### config.mk
export PLATFORM = sky130hd
export DESIGN_NAME = trp_pend_search
export DESIGN_NICKNAME = d
export VERILOG_FILES = /design/src/rtl/core/trp_pkg.sv /design/src/rtl/core/trp_pend_search.sv
export SDC_FILE = /design/constraint.sdc
export NUM_CORES = 1
export LEC_CHECK = 0
export BUFFER_PORTS_ARGS = -buffer_cell sky130_fd_sc_hd__buf_2
export CORE_ASPECT_RATIO = 2
export CORE_MARGIN = 4
export CORE_UTILIZATION = 65
export DETAILED_ROUTE_END_ITERATION = 8
export HOLD_SLACK_MARGIN = 0.08
export PLACE_DENSITY = 0.84
export SLEW_MARGIN = 20
export SYNTH_ARGS = -nofsm -noshare
export SYNTH_HDL_FRONTEND = slang
export SYNTH_SLANG_ARGS = --single-unit
### constraint.sdc
create_clock -name clk -period 17.07 [get_ports clk]
set_clock_uncertainty 0.05 [all_clocks]
set_input_delay 1.707 -clock clk [delete_from_list [all_inputs] [get_ports clk]]
set_output_delay 1.707 -clock clk [all_outputs]
set_load 0.02 [all_outputs]
### src/rtl/core/trp_pkg.sv
// trp_pkg: shared constants, codes and types of the trace ring start/end pairer
// used by the interfaces, the pending table search unit and the top level
`timescale 1ns / 1ps

package trp_pkg;

	// ring geometry
	localparam int MAX_SLOTS  = 1024;
	localparam int SLOT_W     = $clog2(MAX_SLOTS);
	localparam int SCNT_W     = SLOT_W + 1;
	localparam int RING_W     = 11;
	localparam int RING_RESET = 1024;

	// pending start table
	localparam int PEND_ENTRIES = 16;
	localparam int PEND_W       = (PEND_ENTRIES > 1) ? $clog2(PEND_ENTRIES) : 1;

	// field widths
	localparam int STAMP_W = 64;
	localparam int WORD_W  = 32;
	localparam int ACT_W   = 3;
	localparam int CNT_W   = 64;

	typedef logic [ACT_W-1:0]   act_t;
	typedef logic [STAMP_W-1:0] stamp_t;
	typedef logic [WORD_W-1:0]  word_t;
	typedef logic [PEND_W-1:0]  pend_idx_t;

	// result action codes
	localparam act_t ACT_EMPTY     = 3'd0;
	localparam act_t ACT_SEEN      = 3'd1;
	localparam act_t ACT_UNKNOWN   = 3'd2;
	localparam act_t ACT_PARKED    = 3'd3;
	localparam act_t ACT_PAIRED    = 3'd4;
	localparam act_t ACT_UNMATCHED = 3'd5;
	localparam act_t ACT_FULL      = 3'd6;

	// record type words
	localparam word_t KIND_START = 32'd1;
	localparam word_t KIND_END   = 32'd2;

	// sequencer to pending table
	typedef struct packed {
		logic      start;
		word_t     key;
		logic      wr;
		pend_idx_t wr_idx;
		logic      wr_valid;
		word_t     wr_key;
		stamp_t    wr_stamp;
	} pend_cmd_t;

	// pending table back to sequencer
	typedef struct packed {
		logic      done;
		logic      hit;
		pend_idx_t hit_idx;
		stamp_t    hit_stamp;
		logic      free;
		pend_idx_t free_idx;
	} pend_stat_t;

endpackage

### src/rtl/core/trp_pend_search.sv
// trp_pend_search: pending start table with one shared key comparator
// walks one entry per cycle to find the first match and first free entry; depends on trp_pkg
`timescale 1ns / 1ps

module trp_pend_search
	import trp_pkg::*;
(
	input  logic       clk,
	input  logic       arst_n,
	input  pend_cmd_t  cmd,
	output pend_stat_t stat
);

	logic [PEND_ENTRIES-1:0] valid_q;
	word_t                   key_q [PEND_ENTRIES];
	stamp_t                  stamp_q [PEND_ENTRIES];

	logic      busy_q;
	logic      done_q;
	pend_idx_t cnt_q;
	word_t     find_q;
	logic      hit_q;
	pend_idx_t hit_idx_q;
	stamp_t    hit_stamp_q;
	logic      free_q;
	pend_idx_t free_idx_q;

	logic   ent_valid;
	logic   ent_match;
	stamp_t ent_stamp;
	logic   last;

	// shared compare on the entry under the walk counter
	always_comb begin
		ent_valid = valid_q[cnt_q];
		ent_match = ent_valid && (key_q[cnt_q] == find_q);
		ent_stamp = stamp_q[cnt_q];
		last      = (cnt_q == PEND_W'(PEND_ENTRIES - 1));
	end

	// entry valid bits
	always_ff @(posedge clk or negedge arst_n) begin
		if (!arst_n) begin
			valid_q <= '0;
		end else if (cmd.wr) begin
			valid_q[cmd.wr_idx] <= cmd.wr_valid;
		end
	end

	// entry payload
	always_ff @(posedge clk) begin
		if (cmd.wr) begin
			key_q[cmd.wr_idx]   <= cmd.wr_key;
			stamp_q[cmd.wr_idx] <= cmd.wr_stamp;
		end
	end

	// walk control
	always_ff @(posedge clk or negedge arst_n) begin
		if (!arst_n) begin
			busy_q <= 1'b0;
			done_q <= 1'b0;
			cnt_q  <= '0;
			hit_q  <= 1'b0;
			free_q <= 1'b0;
		end else begin
			done_q <= 1'b0;
			if (cmd.start) begin
				busy_q <= 1'b1;
				cnt_q  <= '0;
				hit_q  <= 1'b0;
				free_q <= 1'b0;
			end else if (busy_q) begin
				if (ent_match && !hit_q) begin
					hit_q <= 1'b1;
				end
				if (!ent_valid && !free_q) begin
					free_q <= 1'b1;
				end
				if (last) begin
					busy_q <= 1'b0;
					done_q <= 1'b1;
				end else begin
					cnt_q <= cnt_q + 1'b1;
				end
			end
		end
	end

	// walk results
	always_ff @(posedge clk) begin
		if (cmd.start) begin
			find_q <= cmd.key;
		end else if (busy_q) begin
			if (ent_match && !hit_q) begin
				hit_idx_q   <= cnt_q;
				hit_stamp_q <= ent_stamp;
			end
			if (!ent_valid && !free_q) begin
				free_idx_q <= cnt_q;
			end
		end
	end

	assign stat.done      = done_q;
	assign stat.hit       = hit_q;
	assign stat.hit_idx   = hit_idx_q;
	assign stat.hit_stamp = hit_stamp_q;
	assign stat.free      = free_q;
	assign stat.free_idx  = free_idx_q;

endmodule

==> out/results.txt <==
LEAKAGE - 21.8 nW
Main flop type after synthesis - edfxtp_1
Clk slew on worst S/H paths - 0.07 ns
Tcrit/Tclk final - 44.3%
Row count - 160
Worst-margin pin slew - 1.17 ns
Hold Path Sink - valid_q[12]
Worst vdd ir - 0.115 mV
Initial Utilization - 65.7%
Hold Path Class - reg -> reg
R2R Setup Slk - 9.50 ns
Worst r2r dst - hit_stamp_q[54]
Total gr overflow - 0
Clock sinks - 1664
Resized cells post-CTS - 0
Clk Latency, worst-skew pair - 0.78 ns
Nets@finish - 2936
Internal - 6.56 mW
Hold depth - 1
Clock Path Buffers - 3
Netlist cell types - 53
Switching share of power - 21.1%
Routed WL - 153000 µm
Share of power burned in registers - 55.7%
DR WL/cell - 37.0 µm
Number of global-route vias before repair - 31164
Final Wtd Congestion - 0.846
CP required - 17.41 ns
Final setup fails - 0
Final core occ - 73.0%
Hpwl dp - 71900 µm
CTS tree - done
Core area - 95500 µm²
Outcome - finished clean
Fill cell count - 4957
Vias - 29480
GRT Resource Usage Total - 31.1%
Die width - 228 µm
Area growth syn-to-layout - 11.2%
Synth Warn # - 0
Relative slew slack - 21.9%
Biggest area consumer among synthesized cells - edfxtp_1
TNS Setup - 0 ns
Drt via density - 7.12
Comb pwr share - 6.3%
RR Startpoint - cnt_q[0]
Hold path startpoint - valid_q[12]
Cell area after synthesis - 62700 µm²
Synth Instances - 2522
Total power - 8.32 mW
Crit path DAT - 7.91 ns
RSZ-0062 raised after global routing - no
Post-CTS Setup Repair Bufs - 0
Non-filler cells, final - 4141
Number of flops mapped to enable cells by yosys - 1640
Post-layout min period - 7.57 ns
Net switching power - 1.76 mW
Router iterations before antenna repair - 5
Crit Path Class - reg -> reg
Remaining DRCs - 0
Post-Place Cells - 3872
Fin. Hold Viols - 0
Syn Nets - 2660
Power share of the clock group - 37.9%
First-pass GRT wire length - 222000 µm
Asr flop ratio synth - 1.44%
#FFs+latches synth - 1664
Area share of the largest cell type after synthesis - 78.5%
Initial DRC Count - 4301
Cell area after layout - 69700 µm²
Final Slew Violations - 0
F_max - 0.132 GHz
CTS Hold Bufs - 0
Avg Inst Size Synth - 24.9 µm²
Worst Reg-to-Reg Cells - 13
Dpl cell area - 65200 µm²
DRT antenna net count - 0
Die ar. - 102000 µm²
Crit. End Element - flip-flop
Max_cap viols - 0
Setup crit start kind - flip-flop
Share of cells above drive strength 1 - 32.7%
Pwr dens - 119 nW/µm²
Die Height - 447 µm
CP max FO - 52
Port bufs - 211
Initial antenna violation count - 26
Num CTS Buffers - 138
H-tree Lvls - 4
Top Ports - 212
Synth area leaders - edfxtp_1 79%, mux4_2 16%, dfrtp_1 0.96%
Seq/Total Area, Yosys - 79.5%
Largest net degree at the start of global routing - 98
CTS root buf - clkbuf_16
==> sequential cells by signal, summed over array words and instances, names as in the netlist, 4 cells and up <==
signal	cells
stamp_q	1024
hit_idx_q	4
key_q	512
hit_stamp_q	64
valid_q	16
cnt_q	4
free_idx_q	4
find_q	32
==> cell usage in the layout, fill, tap and decap left out, drive strengths merged, types with 4 or more instances in the layout <==
| cell | synthesis | final |
|---|---|---|
| mux4 | 446 | 446 |
| bufinv | 0 | 12 |
| clkinvlp | 0 | 10 |
| o21ai | 6 | 6 |
| xnor2 | 18 | 18 |
| buf | 97 | 258 |
| xor2 | 27 | 27 |
| nand3 | 5 | 5 |
| mux2 | 20 | 20 |
| a21oi | 16 | 16 |
| nand2b | 9 | 9 |
| clkbuf | 25 | 173 |
| edfxtp | 1640 | 1640 |
| clkinv | 1 | 49 |
| diode | 0 | 18 |
| a211oi | 14 | 14 |
| nor2 | 29 | 29 |
| mux2i | 45 | 45 |
| dfrtp | 24 | 24 |
| a22oi | 4 | 4 |
| nor2b | 14 | 14 |
| inv | 4 | 11 |
| a221oi | 7 | 7 |
| nand2 | 22 | 22 |
| nor4 | 8 | 8 |
| nor3 | 8 | 8 |
==> cell type report <==
cell class / count / area [µm²] / area share (%)
clock buffer: 173 / 3710 / 5.32
tap: 1215 / 1520 / 2.18
inverter: 5 / 23.8 / 0.0341
clock inverter: 77 / 744 / 1.07
antenna: 18 / 45.0 / 0.0646
multi-input combinational: 731 / 12300 / 17.6
timing repair buffer: 258 / 1530 / 2.20
sequential: 1664 / 49900 / 71.5
==> worst max-delay path, stage by stage, from the launching register on <==
cell and delay [ns]:
dfrtp_4 0.90, buf_4 0.87, buf_6 0.68, buf_4 0.87
mux4_2 0.63, xnor2_1 0.19, a211oi_1 0.13, nor3_1 0.26
nand4_1 0.17, a2111oi_2 0.39, nand3_1 0.29, nor2_4 0.37
buf_4 0.48, buf_4 0.64
==> metal layers <==
layer,part of all wire (%),track usage (%),up-vias
met5,0.068,0,-
met2,53,52.7,2160
met3,9.0,5.93,409
met4,4.5,12.5,18
li1,-,-,11397
met1,33,40.6,15496
==> power groups by stage <==
stage	clock, mW	combinational, mW	sequential (mW)
2_1_floorplan	0	0.350	4.70
3_3_place_gp	0	0.488	4.71
3_5_place_dp	0	0.512	4.72
4_1_cts	3.18	0.526	4.64
5_1_grt	3.38	0.555	4.64
6_report	3.16	0.526	4.64
==> kinds of logic (layout without fill, tap and decap cells) <==
logic type / count (synthesis) / count (layout) / synth area share, %
XOR/XNOR: 45 / 45 / 0.629
buffers and inverters: 127 / 513 / 1.11
AO/OA/AOI/OAI: 66 / 66 / 0.778
multiplexers: 511 / 511 / 17.1
adder cells (fa/ha/maj): 1 / 1 / 0.0199
AND/OR/NAND/NOR: 108 / 108 / 0.866
other: 0 / 18 / 0
flip-flops: 1664 / 1664 / 79.5
==> per-stage QoR <==
stage	hold WS, ns	worst slack [ns]
CTS	0.459	9.13
global placement	0.436	9.38
global route	0.471	8.90
floorplan	0.390	7.18
detailed placement	0.445	9.23
finish	0.457	9.50
==> worst max path at each step <==
| stage | startpoint | endpoint | slack (ns) |
|---|---|---|---|
| 3_3_place_gp | cnt_q[0] | hit_stamp_q[57] | 9.38 |
| 4_1_cts | cnt_q[0] | hit_stamp_q[9] | 9.13 |
| 2_1_floorplan | cmd[98] | valid_q[0] | 7.18 |
| 5_1_grt | cnt_q[0] | hit_stamp_q[55] | 8.90 |
| 6_report | cnt_q[0] | hit_stamp_q[54] | 9.50 |
| 3_5_place_dp | cnt_q[0] | hit_stamp_q[9] | 9.23 |
==> synth_stat cells (all sizes together), types with 14 or more instances <==
library cell / count
edfxtp: 1640
mux4: 446
buf: 97
mux2i: 45
nor2: 29
xor2: 27
clkbuf: 25
dfrtp: 24
nand2: 22
mux2: 20
xnor2: 18
a21oi: 16
a211oi: 14
nor2b: 14
Power figures use the tool's default switching activity.
